`config.mk`:
```
export PLATFORM = sky130hd
export DESIGN_NAME = pcg32_uniform_range_generator
export DESIGN_NICKNAME = d
export VERILOG_FILES = /design/src/design/pcgu_pkg.sv /design/src/design/pcg32_uniform_range_generator.sv /design/src/design/pcgu_ctrl.sv /design/src/design/pcgu_dp.sv
export SDC_FILE = /design/constraint.sdc
export NUM_CORES = 2
export LEC_CHECK = 0
export BUFFER_PORTS_ARGS = -buffer_cell sky130_fd_sc_hd__buf_2
export CAP_MARGIN = 20
export CORE_AREA = 2 2 399 401
export DETAILED_ROUTE_END_ITERATION = 12
export DIE_AREA = 0 0 401 403
export PLACE_DENSITY = 0.57
export SYNTH_ARGS = -nofsm -noshare
export SYNTH_HDL_FRONTEND = slang
export SYNTH_HIERARCHICAL = 1
export SYNTH_SLANG_ARGS = --single-unit
```
`constraint.sdc`:
```
create_clock -name clk -period 25.9 [get_ports clk]
set_input_delay 1.295 -clock clk [delete_from_list [all_inputs] [get_ports clk]]
set_output_delay 1.295 -clock clk [all_outputs]
set_load 0.02 [all_outputs]
```
`src/design/pcgu_pkg.sv`:
```
package pcgu_pkg;

  localparam int unsigned StateW = 64;
  localparam int unsigned HalfW  = 32;
  localparam int unsigned StreamW = 63;
  localparam int unsigned CfgIdxW = 8;

  localparam logic [StateW-1:0] LcgMult = 64'd6364136223846793005;
  localparam logic [HalfW-1:0]  LcgMultLo = LcgMult[HalfW-1:0];
  localparam logic [HalfW-1:0]  LcgMultHi = LcgMult[StateW-1:HalfW];

  // Register indexes on the configuration port
  localparam logic [CfgIdxW-1:0] REG_SEED   = 8'd0;
  localparam logic [CfgIdxW-1:0] REG_STREAM = 8'd1;
  localparam logic [CfgIdxW-1:0] REG_LOWER  = 8'd2;
  localparam logic [CfgIdxW-1:0] REG_UPPER  = 8'd3;

  localparam logic [HalfW-1:0] UpperReset = 32'd65536;

  typedef enum logic [2:0] {
    ST_IDLE,
    ST_MUL0,
    ST_MUL1,
    ST_MUL2,
    ST_UPD,
    ST_PERM,
    ST_SCALE,
    ST_EMIT
  } state_t;

  // Operand pair for the shared 32x32 multiplier
  typedef enum logic [1:0] {
    MS_LL,
    MS_HL,
    MS_LH,
    MS_SCALE
  } mul_sel_t;

  typedef struct packed {
    logic     accept;
    logic     mul_en;
    mul_sel_t mul_sel;
    logic     acc_load;
    logic     acc_add;
    logic     upd;
    logic     perm;
    logic     emit;
  } cmd_t;

  typedef struct packed {
    logic bad_range;
    logic out_free;
  } stat_t;

  // XSH-RR output permutation
  function automatic logic [HalfW-1:0] permute(input logic [StateW-1:0] s);
    logic [StateW-1:0]  mix;
    logic [HalfW-1:0]   xs;
    logic [4:0]         rot;
    logic [2*HalfW-1:0] dbl;
    mix = (s >> 18) ^ s;
    xs  = mix[58:27];
    rot = s[63:59];
    dbl = {xs, xs} >> rot;
    return dbl[HalfW-1:0];
  endfunction

endpackage

```
`src/design/pcg32_uniform_range_generator.sv`:
```
// Channel | Direction | Signals                           | Transaction
// in      | slave     | in_tvalid/in_tready/in_tdata      | one request, restart flag
// out     | master    | out_tvalid/out_tready/out_tdata,  | one sample, raw word,
//         |           | out_tuser                         | range error flag
// cfg     | slave     | cfg_valid/cfg_ready/cfg_index,    | one register write
//         |           | cfg_data                          |
//
// A request holds the block from acceptance until its result is loaded into
// the output register. The 64-bit state update runs as three 32x32 partial
// products through the one shared multiplier, then permute, then the scaling
// multiply. An empty or inverted range skips the arithmetic and goes from the
// idle state straight to the emit state.
// Reset is synchronous and active low; it restores the register defaults and
// clears the seeded flag, so the first request reloads the state from the seed.
// A stalled output holds the result; the next request is taken while it waits
// and then holds in its last cycle, with in_tready low, until the output frees.
module pcg32_uniform_range_generator
  import pcgu_pkg::*;
(
  input  logic               clk,
  input  logic               rst_n,
  // in_tdata: [0] restart, [7:1] zero
  input  logic               in_tvalid,
  output logic               in_tready,
  input  logic [7:0]         in_tdata,
  // out_tdata: [31:0] sample_value, [63:32] raw_word
  output logic               out_tvalid,
  input  logic               out_tready,
  output logic [63:0]        out_tdata,
  // out_tuser: [0] range_error
  output logic [0:0]         out_tuser,
  input  logic               cfg_valid,
  output logic               cfg_ready,
  input  logic [CfgIdxW-1:0] cfg_index,
  input  logic [StateW-1:0]  cfg_data
);

  cmd_t             ctl_cmd;
  stat_t            dp_stat;
  logic [HalfW-1:0] sample;
  logic [HalfW-1:0] raw;
  logic             err;

  // register writes are always taken; software must write only while idle, which the block does not enforce
  assign cfg_ready = 1'b1;

  pcgu_ctrl u_ctrl (
    .clk      (clk),
    .rst_n    (rst_n),
    .in_valid (in_tvalid),
    .in_ready (in_tready),
    .stat     (dp_stat),
    .cmd      (ctl_cmd)
  );

  pcgu_dp u_dp (
    .clk        (clk),
    .rst_n      (rst_n),
    .cfg_we     (cfg_valid && cfg_ready),
    .cfg_idx    (cfg_index),
    .cfg_wdata  (cfg_data),
    .restart    (in_tdata[0]),
    .cmd        (ctl_cmd),
    .stat       (dp_stat),
    .out_ready  (out_tready),
    .out_valid  (out_tvalid),
    .out_sample (sample),
    .out_raw    (raw),
    .out_err    (err)
  );

  assign out_tdata    = {raw, sample};
  assign out_tuser[0] = err;

`ifndef ASSERT_OFF
  // one request in flight: acceptance drops ready on the next cycle
  a_one_in_flight: assert property (@(posedge clk) disable iff (!rst_n)
    in_tvalid && in_tready |=> !in_tready)
    else $error("request accepted while another is in flight");

  // a result is only loaded when the output register is free
  a_emit_free: assert property (@(posedge clk) disable iff (!rst_n)
    ctl_cmd.emit |-> dp_stat.out_free)
    else $error("output register overwritten");

  // an error result carries zero data
  a_err_zero: assert property (@(posedge clk) disable iff (!rst_n)
    out_tvalid && out_tuser[0] |-> out_tdata == 64'd0)
    else $error("range error result with nonzero data");
`endif

endmodule

```
`src/design/pcgu_ctrl.sv`:
```
module pcgu_ctrl
  import pcgu_pkg::*;
(
  input  logic  clk,
  input  logic  rst_n,
  input  logic  in_valid,
  output logic  in_ready,
  input  stat_t stat,
  output cmd_t  cmd
);

  state_t state_r, state_nxt;

  always_ff @(posedge clk) begin
    if (!rst_n) begin
      state_r <= ST_IDLE;
    end else begin
      state_r <= state_nxt;
    end
  end

  always_comb begin
    state_nxt = state_r;
    cmd       = '0;
    cmd.mul_sel = MS_LL;
    in_ready  = 1'b0;
    unique case (state_r)
      ST_IDLE: begin
        in_ready = 1'b1;
        if (in_valid) begin
          cmd.accept = 1'b1;
          state_nxt  = stat.bad_range ? ST_EMIT : ST_MUL0;
        end
      end
      ST_MUL0: begin
        cmd.mul_en  = 1'b1;
        cmd.mul_sel = MS_LL;
        state_nxt   = ST_MUL1;
      end
      ST_MUL1: begin
        cmd.mul_en   = 1'b1;
        cmd.mul_sel  = MS_HL;
        cmd.acc_load = 1'b1;
        state_nxt    = ST_MUL2;
      end
      ST_MUL2: begin
        cmd.mul_en  = 1'b1;
        cmd.mul_sel = MS_LH;
        cmd.acc_add = 1'b1;
        state_nxt   = ST_UPD;
      end
      ST_UPD: begin
        cmd.upd   = 1'b1;
        state_nxt = ST_PERM;
      end
      ST_PERM: begin
        cmd.perm  = 1'b1;
        state_nxt = ST_SCALE;
      end
      ST_SCALE: begin
        cmd.mul_en  = 1'b1;
        cmd.mul_sel = MS_SCALE;
        state_nxt   = ST_EMIT;
      end
      ST_EMIT: begin
        if (stat.out_free) begin
          cmd.emit  = 1'b1;
          state_nxt = ST_IDLE;
        end
      end
      default: state_nxt = ST_IDLE;
    endcase
  end

endmodule

```
`src/design/pcgu_dp.sv`:
```
module pcgu_dp
  import pcgu_pkg::*;
(
  input  logic               clk,
  input  logic               rst_n,
  input  logic               cfg_we,
  input  logic [CfgIdxW-1:0] cfg_idx,
  input  logic [StateW-1:0]  cfg_wdata,
  input  logic               restart,
  input  cmd_t               cmd,
  output stat_t              stat,
  input  logic               out_ready,
  output logic               out_valid,
  output logic [HalfW-1:0]   out_sample,
  output logic [HalfW-1:0]   out_raw,
  output logic               out_err
);

  logic [StateW-1:0]  seed_r;
  logic [StreamW-1:0] stream_r;
  logic [HalfW-1:0]   lower_r;
  logic [HalfW-1:0]   upper_r;

  logic [StateW-1:0]  lcg_r;
  logic               seeded_r;
  logic [StateW-1:0]  acc_r;
  logic [StateW-1:0]  mul_r;
  logic [HalfW-1:0]   raw_r;
  logic [HalfW-1:0]   span_r;
  logic               err_r;
  logic               empty_r;

  logic               out_valid_r;
  logic [HalfW-1:0]   sample_r;
  logic [HalfW-1:0]   raw_out_r;
  logic               err_out_r;

  logic [StateW-1:0]  inc;
  logic signed [HalfW-1:0] lo_s;
  logic signed [HalfW-1:0] hi_s;
  logic [HalfW-1:0]   mul_a;
  logic [HalfW-1:0]   mul_b;
  logic [HalfW-1:0]   acc_hi_sum;

  assign inc  = {stream_r, 1'b1};
  assign lo_s = lower_r;
  assign hi_s = upper_r;

  assign stat.bad_range = (lo_s >= hi_s);
  assign stat.out_free  = !out_valid_r || out_ready;

  always_comb begin
    unique case (cmd.mul_sel)
      MS_LL:    begin mul_a = lcg_r[HalfW-1:0];      mul_b = LcgMultLo; end
      MS_HL:    begin mul_a = lcg_r[StateW-1:HalfW]; mul_b = LcgMultLo; end
      MS_LH:    begin mul_a = lcg_r[HalfW-1:0];      mul_b = LcgMultHi; end
      MS_SCALE: begin mul_a = raw_r;                 mul_b = span_r;    end
      default:  begin mul_a = '0;                    mul_b = '0;        end
    endcase
  end

  assign acc_hi_sum = acc_r[StateW-1:HalfW] + mul_r[HalfW-1:0];

  // configuration registers
  always_ff @(posedge clk) begin
    if (!rst_n) begin
      seed_r   <= '0;
      stream_r <= '0;
      lower_r  <= '0;
      upper_r  <= UpperReset;
    end else if (cfg_we) begin
      unique case (cfg_idx)
        REG_SEED:   seed_r   <= cfg_wdata;
        REG_STREAM: stream_r <= cfg_wdata[StreamW-1:0];
        REG_LOWER:  lower_r  <= cfg_wdata[HalfW-1:0];
        REG_UPPER:  upper_r  <= cfg_wdata[HalfW-1:0];
        default: ;
      endcase
    end
  end

  // generator state
  always_ff @(posedge clk) begin
    if (!rst_n) begin
      lcg_r    <= '0;
      seeded_r <= 1'b0;
    end else if (cmd.accept && (restart || !seeded_r)) begin
      lcg_r    <= seed_r + inc;
      seeded_r <= 1'b1;
    end else if (cmd.upd) begin
      lcg_r <= {acc_hi_sum, acc_r[HalfW-1:0]} + inc;
    end
  end

  // working registers
  always_ff @(posedge clk) begin
    if (cmd.accept) begin
      err_r   <= (lo_s > hi_s);
      empty_r <= (lo_s == hi_s);
      span_r  <= upper_r - lower_r;
    end
    if (cmd.mul_en) begin
      mul_r <= StateW'(mul_a) * StateW'(mul_b);
    end
    if (cmd.acc_load) begin
      acc_r <= mul_r;
    end else if (cmd.acc_add) begin
      acc_r <= {acc_hi_sum, acc_r[HalfW-1:0]};
    end
    if (cmd.perm) begin
      raw_r <= permute(lcg_r);
    end
  end

  // output register
  always_ff @(posedge clk) begin
    if (!rst_n) begin
      out_valid_r <= 1'b0;
    end else if (cmd.emit) begin
      out_valid_r <= 1'b1;
    end else if (out_ready) begin
      out_valid_r <= 1'b0;
    end
  end

  always_ff @(posedge clk) begin
    if (cmd.emit) begin
      priority if (err_r) begin
        sample_r  <= '0;
        raw_out_r <= '0;
        err_out_r <= 1'b1;
      end else if (empty_r) begin
        sample_r  <= lower_r;
        raw_out_r <= '0;
        err_out_r <= 1'b0;
      end else begin
        sample_r  <= lower_r + mul_r[StateW-1:HalfW];
        raw_out_r <= raw_r;
        err_out_r <= 1'b0;
      end
    end
  end

  assign out_valid  = out_valid_r;
  assign out_sample = sample_r;
  assign out_raw    = raw_out_r;
  assign out_err    = err_out_r;

endmodule
```
## Word level (Yosys, flattened, before mapping)

Index checks and enable logic that the tools add are counted.

- $add $sub $neg: 5
- $mul: 1
- Magnitude comparators: 2
- Equal/unequal tests: 16
- Shift-type cells: 1
- Multiplexer cells: 24
- Bitwise gates (word level): 1
- Reductions and logical operators: 19

Operators by type and width:

| cell | number |
|---|---|
| $mux 64 | 4 |
| $pmux 32 s3 | 2 |
| $add 64x64->64 | 2 |
| $add 32x32->32 | 2 |
| $mul 32x32->64 | 1 |
| $shr 64x5->32 | 1 |
| $xor 46x59->59 | 1 |
| $eq 32x32->1 | 1 |
| $ge 32x32->1 | 1 |
| $gt 32x32->1 | 1 |
| $mux 32 | 1 |
| $sub 32x32->32 | 1 |
| $pmux 3 s8 | 1 |
| $eq 8x2->1 const B | 2 |
| $eq 3x3->1 const B | 4 |
| $mux 1 | 12 |
| $pmux 3 s4 | 1 |
| $reduce_and 2->1 | 5 |
| $mux 3 | 3 |
| $eq 8x1->1 const B | 1 |
| $logic_not 8->1 | 1 |
| $eq 3x2->1 const B | 2 |
| $reduce_bool 2->1 | 3 |
| $reduce_or 2->1 | 3 |
| other kinds (9) | 13 |

- Flip-flop bits (word level): 519
- Input bits: 85
- Output and inout port bits: 68
- Word-level logic and storage cells: 87

## Longest topological paths before layout

- Depth after elaboration: 6
- Mapped depth: 40
- Depth with buffers taken out: 33

## Cells and area by module

Netlist, hierarchy kept.

By module, submodules not included:

| module | times used | cells each | area an instance (µm²) | seq. area each (µm²) |
|---|---|---|---|---|
| pcgu_dp | 1 | 7,267 | 62,428.6 | 12,922.4 |
| pcgu_ctrl | 1 | 34 | 255.2 | 60.1 |
| pcg32_uniform_range_generator | 1 | 2 | 11.3 | 0.0 |

## Worst setup path after synthesis

No wires, ideal clock.

- Path type: register to register
- From: register u_ctrl.state_r[0]
- To: register u_dp.mul_r[57], data pin
- Setup time: 0.259 ns
- Arrival time: 9.066 ns
- Data required time: 25.641 ns
- Path slack: 16.575 ns
- Cell stages (with the launch flop): 37
- Path buffers: 5
- Clock period less this slack: 9.325 ns
- Cell sequence: dfxtp_1 -> buf_6 -> nand2b_1 -> a21boi_1 -> buf_1 -> clkbuf_1 -> mux2i_1 -> a21o_1 -> clkbuf_1 -> nor2_1 -> fa_1 -> inv_1 -> fa_1 -> fa_1 -> fa_1 -> inv_1 -> fa_1 -> inv_1 -> fa_1 -> inv_1 -> fa_1 -> inv_1 -> fa_1 -> inv_1 -> ha_1 -> clkbuf_1 -> a21o_1 -> a21o_1 -> a2111oi_0 -> o21a_1 -> o21a_1 -> a21oi_1 -> o2111ai_1 -> a21oi_1 -> a21o_1 -> a31o_1 -> xnor2_1

RTL lines:

| item | line | source |
|---|---|---|
| from (decl) | pcgu_ctrl.sv:12 | `state_t state_r, state_nxt;` |
| from (signal assigned) | pcgu_ctrl.sv:18 | `state_r <= state_nxt;` |
| to (signal assigned) | pcgu_dp.sv:103 | `mul_r <= StateW'(mul_a) * StateW'(mul_b);` |
| to (decl) | pcgu_dp.sv:27 | `logic [StateW-1:0] mul_r;` |

==> results_dict.tcl <==
set metrics [dict create \
    root_buffer "clkbuf_16" \
    antenna_found_initial 25 \
    clock_latency_ns 0.64 \
    synth.distinct_cells 96 \
    wl_per_cell_um 23.6 \
    drtIter0Drc 4725 \
    cp-startpoint "u_ctrl/state_r[2]$_SDFFE_PN0P_" \
    postSynthCellCount 7303 \
    grt_pass1_wl_um 331000 \
    yosysMostFrequentCell "nand2_1" \
    via_per_inst 5.50 \
    crit_path_max_incr_delay_ns 0.75 \
    ctsHoldBuffers 0 \
    status "completed" \
    start_util_pct 39.8 \
    final_max_slew_viol_count 0 \
    io_buffers 144 \
    syn_area_um2 62700 \
    worstHoldStart "u_dp/seed_r[2]$_SDFFE_PN0P_" \
    rsz0062_at_grt "no" \
    start_kind "register" \
    worst_slack_ns 14.39 \
    cts_resized 0 \
    required_ns 26.26 \
    drc 0 \
    tightestPinTransition_ns 1.25 \
    die_area_um2 162000 \
    post-route-util_pct 42.8 \
    post-route-period-util_pct 44.4 \
    core-area_um2 157000 \
    synthTopCellsByArea "fa_1, edfxtp_1, ha_1" \
    syn_nets 8738 \
    synth_largest_area_cell "fa_1" \
    via_count 51400 \
    ys_warn_count 6 \
    synthArstFlopShare_pct 0 \
    crit_path_frequent_cell "fa_1" \
    fmax_mhz 86.9 \
    grt-ovfl-total 0 \
    final.setup_skew_ns 0.0387 \
    path_class "reg2reg" \
    synth.ff_latch_count 519 \
    instances_no_fill 9343 \
    tns_ns 0 \
    rr_startpoint "u_ctrl/state_r[2]$_SDFFE_PN0P_" \
    rows 146 \
    final.min_clock_period_ns 11.51 \
    cts_buffer_depth 3 \
    syn_avg_cell_area_um2 8.58 \
    synth_common_cells "nand2_1, inv_1, fa_1, nor2_1, a21oi_1" \
    crit_path_max_fanout 62 \
    hpwl_um 174000 \
    tritoncts "done" \
    final_layout_size_suffix_gt1_share_pct 6.21 \
    grt_max_degree 184 \
    htreeDepth 2 \
    hold_path_class "reg2reg" \
    numClockSinks 519 \
    drv_cap 0 \
    place_ws_ns 14.60 \
    gp_congestion 0.988 \
    finalNetCount 8651 \
    postCtsSetupRepairBufs 0 \
    crit_path_end_kind "register" \
    cts_buffers 55 \
    ys.flop_type "dfxtp_1" \
    die_h_um 403 \
    clkTransAtPathRegs_ns 0.06 \
    grt_usage_pct 27.3 \
    wl_um 221000 \
    area_growth_pct 7.58 \
    netlist.area_leader.share_pct 28.7 \
    ys_seq_area_share_pct 20.7 \
    antenna_left 0 \
    slowest_stage "and2_1" \
    relSlewSlack_pct 16.8 \
    die_w_um 401 \
    grt_pass1_vias 51600 \
    setup_viol 0 \
    cp_data_arrival_time_ns 11.87 \
    dr.pass1.iters 6 \
    ioPinCount 153 \
    synth-edff-count 259 \
    dp_cells 9230 \
    hold_viol_final 0 \
]
-- flip-flops by register name, indices dropped and copies added (netlist names), 3 cells and up --
name	cells
u_dp/out_raw	32
u_dp/raw_r	32
u_dp/acc_r	64
u_dp/stream_r	63
u_ctrl/state_r	3
u_dp/out_sample	32
u_dp/lo_s	32
u_dp/lcg_r	64
u_dp/mul_r	64
u_dp/hi_s	32
u_dp/span_r	32
u_dp/seed_r	64
-- kinds of logic (layout without fill, tap and decap cells) --
| group | count (synthesis) | count (layout) | share of synthesized area (%) |
|---|---|---|---|
| xor gates and xnor gates | 213 | 213 | 2.98 |
| buffers and inverters | 1368 | 1328 | 8.23 |
| other | 1 | 9 | 0.00598 |
| AOI/OAI and AO/OA | 1199 | 1199 | 11.6 |
| DFF | 519 | 519 | 20.7 |
| adders and majority gates | 1350 | 1350 | 37.7 |
| muxes | 122 | 122 | 2.06 |
| and+or+nand+nor | 2531 | 2531 | 16.7 |
-- metal layers --
layer,global-route usage (%),vias up,routed length [um]
li1,-,23100,-
met1,36.3,26000,91700
met2,44.6,1872,103000
met3,4.78,409,16800
met4,9.95,12,9310
met5,0,-,78
-- layout by cell type (no fill, tap or decap), types with 9 or more instances in the layout --
master / netlist / layout
a211oi_1: 34 / 34
a21o_1: 176 / 176
a21oi_1: 544 / 527
a21oi_2: 1 / 10
a221oi_1: 10 / 10
a31oi_1: 24 / 24
and2_1: 84 / 81
and3_1: 32 / 32
buf_2: 3 / 144
buf_4: 2 / 116
clkbuf_1: 362 / 12
clkbuf_16: 0 / 56
clkinv_2: 0 / 10
dfxtp_1: 260 / 260
edfxtp_1: 259 / 259
fa_1: 900 / 900
ha_1: 450 / 450
inv_1: 957 / 956
mux2_2: 17 / 17
mux2i_1: 100 / 100
nand2_1: 1282 / 1279
nand2b_1: 47 / 45
nand3_1: 47 / 47
nand4_1: 40 / 40
nor2_1: 858 / 848
nor2b_1: 36 / 35
nor3_1: 29 / 29
nor3b_1: 10 / 10
nor4_1: 10 / 10
o211ai_1: 18 / 18
o21a_1: 33 / 33
o21ai_0: 160 / 159
o21ai_1: 58 / 57
o21bai_1: 31 / 31
or2_2: 9 / 9
or3_1: 16 / 16
xnor2_1: 137 / 137
xor2_1: 76 / 76
-- final cells by class --
type	count	area (um^2)
multi-input cells	5416	44800
clock buffers	74	1510
repair buffers	262	1630
well taps	2072	2590
diodes	8	20.0
inverters	962	3620
flip-flops and latches	519	13000
fillers	15800	90000
clock inverters	30	322
-- through the flow --
step,hold WS [ns],area (um^2)
after floorplan,0.424,62700
after global placement,0.444,65500
after detailed placement,0.447,65600
after CTS,0.456,67400
after global routing,0.471,67400
final,0.455,67400
-- critical path, delay by kind of cell, from the launching register on --
family	cells	cell delay, ns
adders and majority gates	9	4.31
DFF	1	0.58
xor gates and xnor gates	1	0.13
AOI/OAI and AO/OA	11	2.79
and+or+nand+nor	4	1.82
buffers and inverters	8	1.47
-- worst paths after layout --
path	end	slack, ns	cells after the start
setup / recovery	u_dp/mul_r[57]$_DFFE_PP_	14.39	33
hold / removal	u_dp/seed_r[2]$_SDFFE_PN0P_	0.45	2
setup reg to reg	u_dp/mul_r[57]$_DFFE_PP_	14.39	33
hold reg to reg	u_dp/seed_r[2]$_SDFFE_PN0P_	0.45	2
Power is left out: the tool's default activity adds up to more than one toggle a clock period on the data nets, which glitch-free logic cannot reach.
